## src/hw/rtl/stb_pkg.sv

```systemverilog
package stb_pkg;

  localparam int TIMER_COUNT = 8;
  localparam int ID_W  = (TIMER_COUNT > 1) ? $clog2(TIMER_COUNT) : 1;
  localparam int CNT_W = $clog2(TIMER_COUNT + 1);

  localparam int ACT_W    = 3;
  localparam int TID_W    = 8;
  localparam int PERIOD_W = 32;
  localparam int RUN_W    = 31;
  localparam int DIV_W    = 4;

  localparam logic [ACT_W-1:0] ACT_TICK       = 3'd0;
  localparam logic [ACT_W-1:0] ACT_START_ONE  = 3'd1;
  localparam logic [ACT_W-1:0] ACT_START_AUTO = 3'd2;
  localparam logic [ACT_W-1:0] ACT_STOP       = 3'd3;
  localparam logic [ACT_W-1:0] ACT_CHECK      = 3'd4;

  localparam logic [RUN_W-1:0] RUN_WRAP         = 31'h7FFF_FFFF;
  localparam logic [DIV_W-1:0] TICKS_PER_STROBE = 4'd10;

  typedef struct packed {
    logic [PERIOD_W-1:0] remaining;
    logic [PERIOD_W-1:0] reload;
    logic                done;
    logic                auto_rl;
  } entry_t;

  localparam int ENTRY_W = $bits(entry_t);

  typedef struct packed {
    logic [ACT_W-1:0]    action;
    logic [TID_W-1:0]    timer_id;
    logic [PERIOD_W-1:0] period;
  } req_t;

  typedef struct packed {
    logic expired;
    logic bad_id;
  } res_t;

  function automatic entry_t count_down(input entry_t e);
    entry_t o;
    o = e;
    if (e.remaining != '0) begin
      o.remaining = e.remaining - PERIOD_W'(1);
      if (o.remaining == '0) begin
        o.done = 1'b1;
        if (e.auto_rl) begin
          o.remaining = e.reload;
        end
      end
    end
    return o;
  endfunction

endpackage

```

## src/hw/rtl/stb_if.sv

```systemverilog
interface stb_in_if;
  logic                          valid;
  logic                          ready;
  logic [stb_pkg::ACT_W-1:0]     action;
  logic [stb_pkg::TID_W-1:0]     timer_id;
  logic [stb_pkg::PERIOD_W-1:0]  period;

  modport source (output valid, output action, output timer_id, output period, input ready);
  modport sink   (input valid, input action, input timer_id, input period, output ready);
endinterface

interface stb_out_if;
  logic                       valid;
  logic                       ready;
  logic                       expired;
  logic                       bad_id;
  logic [stb_pkg::RUN_W-1:0]  run_time;
  logic                       tenth_tick;

  modport source (output valid, output expired, output bad_id, output run_time,
                  output tenth_tick, input ready);
  modport sink   (input valid, input expired, input bad_id, input run_time,
                  input tenth_tick, output ready);
endinterface

```

## src/hw/rtl/stb_ram.sv

```systemverilog
module stb_ram #(
  parameter int WIDTH = 8,
  parameter int DEPTH = 8
) (
  input  logic                                       clk,
  input  logic                                       we,
  input  logic [((DEPTH > 1) ? $clog2(DEPTH) : 1)-1:0] waddr,
  input  logic [WIDTH-1:0]                           wdata,
  input  logic                                       re,
  input  logic [((DEPTH > 1) ? $clog2(DEPTH) : 1)-1:0] raddr,
  output logic [WIDTH-1:0]                           rdata
);

  logic [WIDTH-1:0] mem [DEPTH];

  always_ff @(posedge clk) begin
    if (we) begin
      mem[waddr] <= wdata;
    end
    if (re) begin
      rdata <= mem[raddr];
    end
  end

endmodule

```

## src/hw/rtl/stb_engine.sv

```systemverilog
module stb_engine (
  input  logic          clk,
  input  logic          rst_n,
  input  logic          go,
  input  stb_pkg::req_t req,
  output logic          idle,
  output logic          res_valid,
  output stb_pkg::res_t res,
  input  logic          res_take
);

  localparam logic [1:0] S_IDLE = 2'd0;
  localparam logic [1:0] S_TICK = 2'd1;
  localparam logic [1:0] S_OP   = 2'd2;
  localparam logic [1:0] S_FIN  = 2'd3;

  logic [1:0]                    state_r, state_nxt;
  logic [stb_pkg::ACT_W-1:0]     act_r, act_nxt;
  logic [stb_pkg::PERIOD_W-1:0]  period_r, period_nxt;
  logic [stb_pkg::ID_W-1:0]      wr_addr_r, wr_addr_nxt;
  logic [stb_pkg::CNT_W-1:0]     cnt_r, cnt_nxt;
  logic                          exp_r, exp_nxt;
  logic                          bad_r, bad_nxt;
  logic [stb_pkg::TIMER_COUNT-1:0] vld_r, vld_nxt;
  logic                          rvld_r;

  logic                          ram_we, ram_re;
  logic [stb_pkg::ID_W-1:0]      ram_waddr, ram_raddr;
  logic [stb_pkg::ENTRY_W-1:0]   ram_wdata, ram_rdata;
  stb_pkg::entry_t               ent_eff, ent_new;
  logic                          id_ok;
  logic [stb_pkg::ID_W-1:0]      req_addr;

  stb_ram #(
    .WIDTH (stb_pkg::ENTRY_W),
    .DEPTH (stb_pkg::TIMER_COUNT)
  ) u_ram (
    .clk   (clk),
    .we    (ram_we),
    .waddr (ram_waddr),
    .wdata (ram_wdata),
    .re    (ram_re),
    .raddr (ram_raddr),
    .rdata (ram_rdata)
  );

  // an entry never written since reset reads as all zero
  assign ent_eff  = rvld_r ? stb_pkg::entry_t'(ram_rdata) : '0;
  assign id_ok    = ({1'b0, req.timer_id} < (stb_pkg::TID_W + 1)'(stb_pkg::TIMER_COUNT));
  assign req_addr = req.timer_id[stb_pkg::ID_W-1:0];

  assign idle      = (state_r == S_IDLE);
  assign res_valid = (state_r == S_FIN);
  assign res.expired = exp_r;
  assign res.bad_id  = bad_r;

  always_comb begin
    state_nxt   = state_r;
    act_nxt     = act_r;
    period_nxt  = period_r;
    wr_addr_nxt = wr_addr_r;
    cnt_nxt     = cnt_r;
    exp_nxt     = exp_r;
    bad_nxt     = bad_r;
    vld_nxt     = vld_r;
    ram_re      = 1'b0;
    ram_raddr   = req_addr;
    ram_we      = 1'b0;
    ram_waddr   = wr_addr_r;
    ent_new     = ent_eff;
    unique case (state_r)
      S_IDLE: begin
        if (go) begin
          act_nxt    = req.action;
          period_nxt = req.period;
          exp_nxt    = 1'b0;
          bad_nxt    = 1'b0;
          priority if (req.action == stb_pkg::ACT_TICK) begin
            ram_re      = 1'b1;
            ram_raddr   = '0;
            wr_addr_nxt = '0;
            cnt_nxt     = stb_pkg::CNT_W'(1);
            state_nxt   = S_TICK;
          end else if (req.action == stb_pkg::ACT_START_ONE ||
                       req.action == stb_pkg::ACT_START_AUTO ||
                       req.action == stb_pkg::ACT_STOP ||
                       req.action == stb_pkg::ACT_CHECK) begin
            if (id_ok) begin
              ram_re      = 1'b1;
              ram_raddr   = req_addr;
              wr_addr_nxt = req_addr;
              state_nxt   = S_OP;
            end else begin
              bad_nxt   = 1'b1;
              state_nxt = S_FIN;
            end
          end else begin
            state_nxt = S_FIN;
          end
        end
      end
      S_TICK: begin
        // write back the entry read last cycle, read the next one
        ram_we             = 1'b1;
        ent_new            = stb_pkg::count_down(ent_eff);
        vld_nxt[wr_addr_r] = 1'b1;
        if (cnt_r < stb_pkg::CNT_W'(stb_pkg::TIMER_COUNT)) begin
          ram_re      = 1'b1;
          ram_raddr   = cnt_r[stb_pkg::ID_W-1:0];
          wr_addr_nxt = cnt_r[stb_pkg::ID_W-1:0];
          cnt_nxt     = cnt_r + stb_pkg::CNT_W'(1);
        end else begin
          state_nxt = S_FIN;
        end
      end
      S_OP: begin
        ram_we             = 1'b1;
        vld_nxt[wr_addr_r] = 1'b1;
        priority if (act_r == stb_pkg::ACT_START_ONE ||
                     act_r == stb_pkg::ACT_START_AUTO) begin
          ent_new.remaining = period_r;
          ent_new.reload    = period_r;
          ent_new.done      = 1'b0;
          ent_new.auto_rl   = (act_r == stb_pkg::ACT_START_AUTO);
        end else if (act_r == stb_pkg::ACT_STOP) begin
          ent_new.remaining = '0;
          ent_new.done      = 1'b0;
          ent_new.auto_rl   = 1'b0;
        end else begin
          exp_nxt      = ent_eff.done;
          ent_new.done = 1'b0;
        end
        state_nxt = S_FIN;
      end
      S_FIN: begin
        if (res_take) begin
          state_nxt = S_IDLE;
        end
      end
      default: begin
        state_nxt = S_IDLE;
      end
    endcase
  end

  assign ram_wdata = ent_new;

  always_ff @(posedge clk) begin
    if (!rst_n) begin
      state_r <= S_IDLE;
      vld_r   <= '0;
      rvld_r  <= 1'b0;
    end else begin
      state_r <= state_nxt;
      vld_r   <= vld_nxt;
      if (ram_re) begin
        rvld_r <= vld_r[ram_raddr];
      end
    end
  end

  always_ff @(posedge clk) begin
    act_r     <= act_nxt;
    period_r  <= period_nxt;
    wr_addr_r <= wr_addr_nxt;
    cnt_r     <= cnt_nxt;
    exp_r     <= exp_nxt;
    bad_r     <= bad_nxt;
  end

`ifndef SYNTH
  a_no_rw_clash: assert property (@(posedge clk) disable iff (!rst_n)
    (ram_we && ram_re) |-> (ram_waddr != ram_raddr))
    else $error("read and write hit the same entry");

  a_go_when_idle: assert property (@(posedge clk) disable iff (!rst_n)
    go |-> (state_r == S_IDLE))
    else $error("request while busy");

  a_bad_not_expired: assert property (@(posedge clk) disable iff (!rst_n)
    (res_valid && res.bad_id) |-> !res.expired)
    else $error("bad id result reports expiry");

  a_walk_bound: assert property (@(posedge clk) disable iff (!rst_n)
    (state_r == S_TICK) |-> (cnt_r <= stb_pkg::CNT_W'(stb_pkg::TIMER_COUNT)))
    else $error("tick walk ran past the bank");

  a_op_leads_to_fin: assert property (@(posedge clk) disable iff (!rst_n)
    (state_r == S_OP) |=> (state_r == S_FIN))
    else $error("single-entry op did not finish");
`endif

endmodule

```

## src/hw/rtl/soft_timer_bank.sv

```systemverilog
// Bank of TIMER_COUNT software timers, one-shot or auto-reload.
// in_ch carries one command word per handshake (valid/ready): action,
// timer_id, period. out_ch returns exactly one result word per command:
// expired, bad_id, run_time, tenth_tick.
// All timer state sits in one RAM entry per timer (count, reload, flag,
// mode) with a registered read.
// Steps from accept to result valid:
//   tick: one RAM read-modify-write per timer, pipelined one entry per
//         cycle, then the output register;
//   start, stop, check with a good id: read, write back, then the output register;
//   bad id or unused action: the output register only.
// One command is in flight at a time; in_ch.ready is high only while the
// engine is idle, so with out_ch ready the next command can be taken in
// the same cycle as each result appears on out_ch.
// The result sits in an output register; when out_ch stalls, the finished
// command waits in the engine and no new command is taken.
// Synchronous active-low reset clears the run-time counter, the tick
// divider, the output valid flag and per-entry valid bits, so every timer
// reads as stopped with all fields zero; the RAM itself is not swept.
module soft_timer_bank (
  input  logic             clk,
  input  logic             rst_n,
  stb_in_if.sink           in_ch,
  stb_out_if.source        out_ch
);

  logic                       in_fire;
  logic                       eng_idle;
  logic                       res_valid;
  logic                       res_take;
  stb_pkg::req_t              req;
  stb_pkg::res_t              res;

  logic [stb_pkg::RUN_W-1:0]  uptime_r, uptime_nxt;
  logic [stb_pkg::DIV_W-1:0]  div_r, div_nxt;
  logic                       strobe_r, strobe_nxt;
  logic [stb_pkg::RUN_W-1:0]  up_inc;
  logic [stb_pkg::DIV_W-1:0]  div_inc;

  logic                       out_valid_r;
  logic                       out_exp_r;
  logic                       out_bad_r;
  logic [stb_pkg::RUN_W-1:0]  out_run_r;
  logic                       out_tenth_r;

  assign in_ch.ready = eng_idle;
  assign in_fire     = in_ch.valid && eng_idle;

  assign req.action   = in_ch.action;
  assign req.timer_id = in_ch.timer_id;
  assign req.period   = in_ch.period;

  stb_engine u_engine (
    .clk       (clk),
    .rst_n     (rst_n),
    .go        (in_fire),
    .req       (req),
    .idle      (eng_idle),
    .res_valid (res_valid),
    .res       (res),
    .res_take  (res_take)
  );

  assign res_take = !out_valid_r || out_ch.ready;

  // advance run time and divider when the tick is taken
  assign up_inc  = uptime_r + stb_pkg::RUN_W'(1);
  assign div_inc = div_r + stb_pkg::DIV_W'(1);

  always_comb begin
    uptime_nxt = uptime_r;
    div_nxt    = div_r;
    strobe_nxt = strobe_r;
    if (in_fire) begin
      strobe_nxt = 1'b0;
      if (in_ch.action == stb_pkg::ACT_TICK) begin
        uptime_nxt = (up_inc == stb_pkg::RUN_WRAP) ? '0 : up_inc;
        if (div_inc >= stb_pkg::TICKS_PER_STROBE) begin
          div_nxt    = '0;
          strobe_nxt = 1'b1;
        end else begin
          div_nxt = div_inc;
        end
      end
    end
  end

  always_ff @(posedge clk) begin
    if (!rst_n) begin
      uptime_r    <= '0;
      div_r       <= '0;
      strobe_r    <= 1'b0;
      out_valid_r <= 1'b0;
    end else begin
      uptime_r <= uptime_nxt;
      div_r    <= div_nxt;
      strobe_r <= strobe_nxt;
      if (res_valid && res_take) begin
        out_valid_r <= 1'b1;
      end else if (out_ch.ready) begin
        out_valid_r <= 1'b0;
      end
    end
  end

  always_ff @(posedge clk) begin
    if (res_valid && res_take) begin
      out_exp_r   <= res.expired;
      out_bad_r   <= res.bad_id;
      out_run_r   <= uptime_r;
      out_tenth_r <= strobe_r;
    end
  end

  assign out_ch.valid      = out_valid_r;
  assign out_ch.expired    = out_exp_r;
  assign out_ch.bad_id     = out_bad_r;
  assign out_ch.run_time   = out_run_r;
  assign out_ch.tenth_tick = out_tenth_r;

endmodule

```

## src/flat_wrapper.sv

```systemverilog
// flat-port wrapper written by rule: the top's interface ports become plain ports
module soft_timer_bank_flat 
  (clk, rst_n, in_ch_valid, in_ch_action, in_ch_timer_id, in_ch_period, in_ch_ready, out_ch_valid, out_ch_expired, out_ch_bad_id, out_ch_run_time, out_ch_tenth_tick, out_ch_ready);
  stb_in_if in_ch_i ();
  stb_out_if out_ch_i ();
  input  logic clk;
  input  logic rst_n;
  input wire logic [$bits(in_ch_i.valid)-1:0] in_ch_valid;
  input wire logic [$bits(in_ch_i.action)-1:0] in_ch_action;
  input wire logic [$bits(in_ch_i.timer_id)-1:0] in_ch_timer_id;
  input wire logic [$bits(in_ch_i.period)-1:0] in_ch_period;
  output wire logic [$bits(in_ch_i.ready)-1:0] in_ch_ready;
  output wire logic [$bits(out_ch_i.valid)-1:0] out_ch_valid;
  output wire logic [$bits(out_ch_i.expired)-1:0] out_ch_expired;
  output wire logic [$bits(out_ch_i.bad_id)-1:0] out_ch_bad_id;
  output wire logic [$bits(out_ch_i.run_time)-1:0] out_ch_run_time;
  output wire logic [$bits(out_ch_i.tenth_tick)-1:0] out_ch_tenth_tick;
  input wire logic [$bits(out_ch_i.ready)-1:0] out_ch_ready;
  assign in_ch_i.valid = in_ch_valid;
  assign in_ch_i.action = in_ch_action;
  assign in_ch_i.timer_id = in_ch_timer_id;
  assign in_ch_i.period = in_ch_period;
  assign in_ch_ready = in_ch_i.ready;
  assign out_ch_valid = out_ch_i.valid;
  assign out_ch_expired = out_ch_i.expired;
  assign out_ch_bad_id = out_ch_i.bad_id;
  assign out_ch_run_time = out_ch_i.run_time;
  assign out_ch_tenth_tick = out_ch_i.tenth_tick;
  assign out_ch_i.ready = out_ch_ready;
  soft_timer_bank u_core (.clk(clk), .rst_n(rst_n), .in_ch(in_ch_i), .out_ch(out_ch_i));
endmodule
```

## config.mk

```make
export PLATFORM = sky130hd
export DESIGN_NAME = soft_timer_bank_flat
export DESIGN_NICKNAME = d
export VERILOG_FILES = /design/src/hw/rtl/stb_pkg.sv /design/src/hw/rtl/stb_if.sv /design/src/hw/rtl/stb_ram.sv /design/src/hw/rtl/stb_engine.sv /design/src/hw/rtl/soft_timer_bank.sv /design/src/flat_wrapper.sv
export SDC_FILE = /design/constraint.sdc
export NUM_CORES = 1
export LEC_CHECK = 0
export BUFFER_PORTS_ARGS = -buffer_cell sky130_fd_sc_hd__buf_4
export CELL_PAD_IN_SITES_DETAIL_PLACEMENT = 1
export CELL_PAD_IN_SITES_GLOBAL_PLACEMENT = 2
export CORE_MARGIN = 2
export CORE_UTILIZATION = 25
export CTS_CLUSTER_DIAMETER = 50
export DETAILED_ROUTE_END_ITERATION = 10
export PLACE_DENSITY = 0.56
export SYNTH_ARGS = -nofsm -noshare
export SYNTH_HDL_FRONTEND = slang
export SYNTH_SLANG_ARGS = --single-unit
export TNS_END_PERCENT = 1
```

## constraint.sdc

```tcl
create_clock -name clk -period 11.9 [get_ports clk]
set_input_delay 1.785 -clock clk [delete_from_list [all_inputs] [get_ports clk]]
set_output_delay 1.785 -clock clk [all_outputs]
set_load 0.05 [all_outputs]
```

# Word level (Yosys, flattened, before mapping)
# Memory sizes are Yosys's and may differ from the RTL's. A register that Yosys moved wholly into a read port is not among the register bits.
# Cells that the tools add are included.
[classes]
addsub = 4
order_cmp = 6
n_eq_ne = 20
mux = 57
bitwise = 2
n_reduce_logical = 24
[ops]
columns = ["cell", "count"]
rows = [
  ["32-bit two-way mux", 6],
  ["66-bit case mux with 2 select lines", 1],
  ["66-bit two-way mux", 1],
  ["32-bit zero test", 1],
  ["32-bit nonzero test", 1],
  ["32-bit by 1-bit subtractor with 32-bit output (second input constant)", 1],
  ["31-bit by 1-bit adder with 31-bit output (second input constant)", 1],
  ["31-bit == test (second input constant)", 1],
  ["31-bit two-way mux", 1],
  ["3-bit two-way mux", 8],
  ["1-bit two-way mux", 23],
  ["4-bit two-way mux", 4],
  ["3-bit by 2-bit == test with 1-bit output (second input constant)", 4],
  ["2-bit != test (second input constant)", 6],
  ["3-bit case mux with 2 select lines", 2],
  ["2-bit two-way mux", 5],
  ["4-bit by 1-bit adder with 4-bit output (second input constant)", 2],
  ["3-bit by 4-bit < comparator with 1-bit output (second input constant)", 2],
  ["8-bit by 4-bit < comparator with 1-bit output (second input constant)", 1],
  ["8-bit bitwise OR", 1],
  ["2-bit case mux with 4 select lines", 1],
  ["4-bit case mux with 2 select lines", 1],
  ["4-bit AND reduction", 2],
  ["3-bit by 1-bit == test with 1-bit output (second input constant)", 2],
  ["other kinds (22)", 35],
]
[word_totals]
register_bits = 126
ram_bits = 528
in_bits = 47
out_inout_bits = 36
elab_cells = 131
mem_count = 1
[mem_list]
columns = ["name", "words", "width", "read_ports", "rd_clocked_by_memory_dff", "wr", "line", "source"]
rows = [
  ["u_core.u_engine.u_ram.mem", 8, 66, 1, 1, 1, "stb_ram.sv:14", "logic [WIDTH-1:0] mem [DEPTH];"],
]

# Longest topological paths before layout
[logic_depth]
word_depth = 8
mapped_depth = 16
mapped_depth_nobuf = 11

# Cells and area by module
# A second synthesis with hierarchy kept.
[unflattened]
cells_unflattened = 1703
hier_area_um2 = 29778.6
[by_module_without_submodules]
columns = ["module", "n_inst", "cells_each", "area_each_um2", "seq_area_each_um2"]
rows = [
  ["stb_ram", 1, 842, 21834.7, 17837.1],
  ["stb_engine", 1, 575, 4753.3, 1541.5],
  ["soft_timer_bank", 1, 286, 3190.6, 1761.7],
]

# Worst setup path before layout
# No wires, ideal clock.
[synth_timing]
path_type = "register to register"
start = "reg u_core.u_engine.state_r[0]"
end = "mem u_core.u_engine.u_ram.mem[1][0] (netlist bit) (enable)"
setup_time_ps = 573
t_arrival_ps = 5929
path_slack_ps = 5398
stages_incl_launch_ff = 7
path_buffers = 2
cell_sequence = "dfxtp_1 -> inv_1 -> ha_1 -> clkbuf_1 -> clkbuf_1 -> nand2_1 -> nor3_1"
[synth_between]
elab_chain_cells = 5
[synth_lines]
columns = ["element", "line", "source"]
rows = [
  ["from (decl)", "stb_engine.sv:17", "logic [1:0] state_r, state_nxt;"],
  ["from (signal assigned)", "stb_engine.sv:154", "state_r <= state_nxt;"],
  ["2-bit == test / 2-bit by 1-bit == test with 1-bit output (equally long branches)", "stb_engine.sv:71", "unique case (state_r)"],
  ["2-bit OR reduction (no line) *", "--", ""],
  ["1-bit two-way mux *", "stb_engine.sv:71", ""],
  ["via u_core.u_engine.ram_we", "stb_engine.sv:27", "logic ram_we, ram_re;"],
  ["1-bit two-way mux *", "stb_ram.sv:17", "if (we) begin"],
  ["1-bit two-way mux (not written as such) *", "stb_ram.sv:18", "mem[waddr] <= wdata;"],
  ["to (decl)", "stb_ram.sv:14", ""],
]
# The timed path passes the listed nets; every way through them passes the cells marked *.

==> run metrics <==
status complete, no violations; RSZ-0062 raised after global routing no; synthesized cell area slightly above 0.03 mm^2; Port Buffers slightly above 80; relative slew slack around 23%; Worst Setup EP u_core.u_engine.u_ram.mem[6][38]; Period Utilization, post-route 43.2%; met2 wire len 48300 um; Cell Pwr Density ~270 mW/mm^2; Setup WS pre-CTS between 6 and 7 ns; Skew-Pair Late Insertion Delay 0.68 ns; leakage power 12.6 nW; TritonCTS buffer count 97; FMAX ~0.19 GHz; clock sink total 720; initial antenna violation count 1; post-DP HPWL ~57000 um; Root Buffer clkbuf_16; wire length on met3 roughly 3300 um; share of cells above drive strength 1 a little under an eighth; top_reg_cell synth edfxtp_1; # diodes 0; core outline area between 0.1 and 0.15 mm^2; Post-Place Cell Area around 0.033 mm^2; Post-synth EDFFs ~670; Worst Hold Class flop to flop; Final Slew Violations 0; Post-Route M1 WL ~47000 um; CTS tree built; Syn Nets approximately 2700; first-pass GRT wire length ~150000 um; post-synth top area share between 60 and 70%; crit path kind flop to flop; dominant cell type by area after synthesis edfxtp_1; Final Non-Filler Cells roughly 4400; GRT Total Usage 15.9%; DR iter-0 viols about 1400; Final GP Congestion between 0.7 and 0.8; FF-to-FF path depth 10; total grt overflow 0; Peak VDD IR about 0.00019 V; via count roughly 21000; Nets about 2800; r2r endpoint u_core.u_engine.u_ram.mem[6][38]; worst endpoint required time between 10 and 15 ns; Tmin final around 5 ns; clk_skew roughly 0.036 ns; Chip Height roughly 350 um; DRC Markers 0; clk slew on worst S/H paths 0.05 ns; flops & latches, synth 720; Design Power slightly below 0.01 W; crit-path max FO 47; crit start category flop; post-route cell area ~0.036 mm^2; Hold Path Depth 0; largest net degree at the start of global routing 201; ranking of synthesized cells by area edfxtp_1, nand2_1, nand3_1, dfxtp_1, clkbuf_1; final hold violations 0; setup violators final 0; Ys Warns 0; cts hold-fix bufs 0; Die Wd 355 um; Seq/Total Area, Yosys 68.8%; Setup WS post-layout 6.76 ns; Cell Rows roughly 130; CTS HTree Levels 3; Critical R2R Launch u_core.u_engine.rvld_r; worst slew pin tran roughly 1.2 ns; vias in the first global route roughly 22000; postcts setup bufs 0; DRT Pass-1 Iters 6; full die area between 0.1 and 0.15 mm^2; Via density roughly 4.9; post-CTS sizing 0; Arr. time, crit path ~5.5 ns; crit path from u_core.u_engine.rvld_r; syn_area_per_cell between 10 and 15 um^2; R2R setup slack 6.76 ns; MaxCap Viol Count 0; Initial Util approximately a quarter; DR top layer met4; Area growth syn-to-layout 18.8%; CP endpoint kind flop; Top Ports 83; Longest Clk Path Bufs 3; final setup TNS 0 ns; Synth cell types 78; Antenna Nets Post-Route 0; Inst Count DP roughly 4200; Post-Route WL roughly 100000 um; Wirelength per Cell roughly 23 um; Synth Instances around 2700; asr flop ratio synth 0%
==> state kept, by name, summed over array words and instances, names as in the netlist, 2 cells and up <==
signal and count:
u_core.out_ch.run_time 31, u_core.u_engine.act_r 3, u_core.u_engine.state_r 2, u_core.u_engine.ram_waddr 3, u_core.u_engine.u_ram.mem 528, u_core.u_engine.period_r 32
u_core.u_engine.cnt_r 4, u_core.u_engine.u_ram.rdata 66, u_core.div_r 4, u_core.u_engine.vld_r 8, u_core.uptime_r 31
==> per-stage QoR <==
step,utilization (%),hold WS (ns)
5_1_grt,29.9,0.453
2_1_floorplan,-,0.400
6_report,29.9,0.419
4_1_cts,29.9,0.430
3_5_place_dp,27.2,0.417
3_3_place_gp,27.2,0.410
==> worst min-delay path by stage <==
stage,from,to
3_5_place_dp,u_core.u_engine.bad_r,u_core.out_ch.bad_id
2_1_floorplan,u_core.u_engine.bad_r,u_core.out_ch.bad_id
5_1_grt,u_core.u_engine.bad_r,u_core.out_ch.bad_id
3_3_place_gp,u_core.u_engine.bad_r,u_core.out_ch.bad_id
6_report,u_core.u_engine.exp_r,u_core.out_ch.expired
4_1_cts,u_core.u_engine.bad_r,u_core.out_ch.bad_id
==> logic make-up (layout without fill, tap and decap cells) <==
family          count (synthesis)  after routing  synth area share, %
fa+ha+maj                      12             12                0.489
xor+xnor                       19             19                0.542
flops                         720            720                 68.8
buf+inv                       199            325                 2.50
simple gates                 1343           1343                 19.9
compound gates                355            355                 7.55
mux                             7              7                0.228
==> critical path: stages (launching register included) <==
cell      delay, ns
dfxtp_2        0.41
buf_4          0.32
nand2_1        0.18
ha_1           0.59
nand2_1        0.49
nor4_1         0.47
o311ai_0       0.22
nor4_1         0.49
nand4_4        0.51
o21a_1         0.34
nor3_1         0.77
==> cell type report <==
type | count | area [um^2]
fill | 13200 | 85400
timing repair buffer | 121 | 933
inverter | 25 | 93.8
sequential | 720 | 21100
clock buffer | 106 | 2480
multi-input combinational | 1736 | 8930
clock inverter | 73 | 866
tap | 1625 | 2030
==> metal layers <==
metal,GRT usage [%],up-vias
li1,-,9885
met1,21.4,11100
met2,26.7,330
met3,2.05,124
met4,4.31,0
met5,0,-
==> cells in the mapped netlist (19+ instances only) <==
library cell / n
nor2_1: 71
inv_1: 23
a22o_1: 39
nand4_1: 19
a21oi_1: 57
nor3_1: 45
o21ai_1: 22
clkbuf_1: 157
nor4_1: 25
nand2_1: 690
dfxtp_1: 48
o21ai_0: 111
nand3_1: 393
edfxtp_1: 672
==> report_power, final <==
| group | leakage [nW] | switching [W] | internal, W |
|---|---|---|---|
| sequential | 6.65 | 0.000301 | 0.00357 |
| clock | 1.60 | 0.00115 | 0.00186 |
| combinational | 4.33 | 0.00213 | 0.000722 |
==> cells in the final DEF (no fill, tap or decap), types with 37 or more instances in the layout <==
master,n
dfxtp_1,47
buf_4,119
a21oi_1,55
edfxtp_1,672
o21ai_0,111
nor2_1,65
nand3_1,392
a22o_1,37
clkbuf_16,98
nand2_1,690
nor3_1,43
No activity file was read; power rests on OpenSTA's default activity.
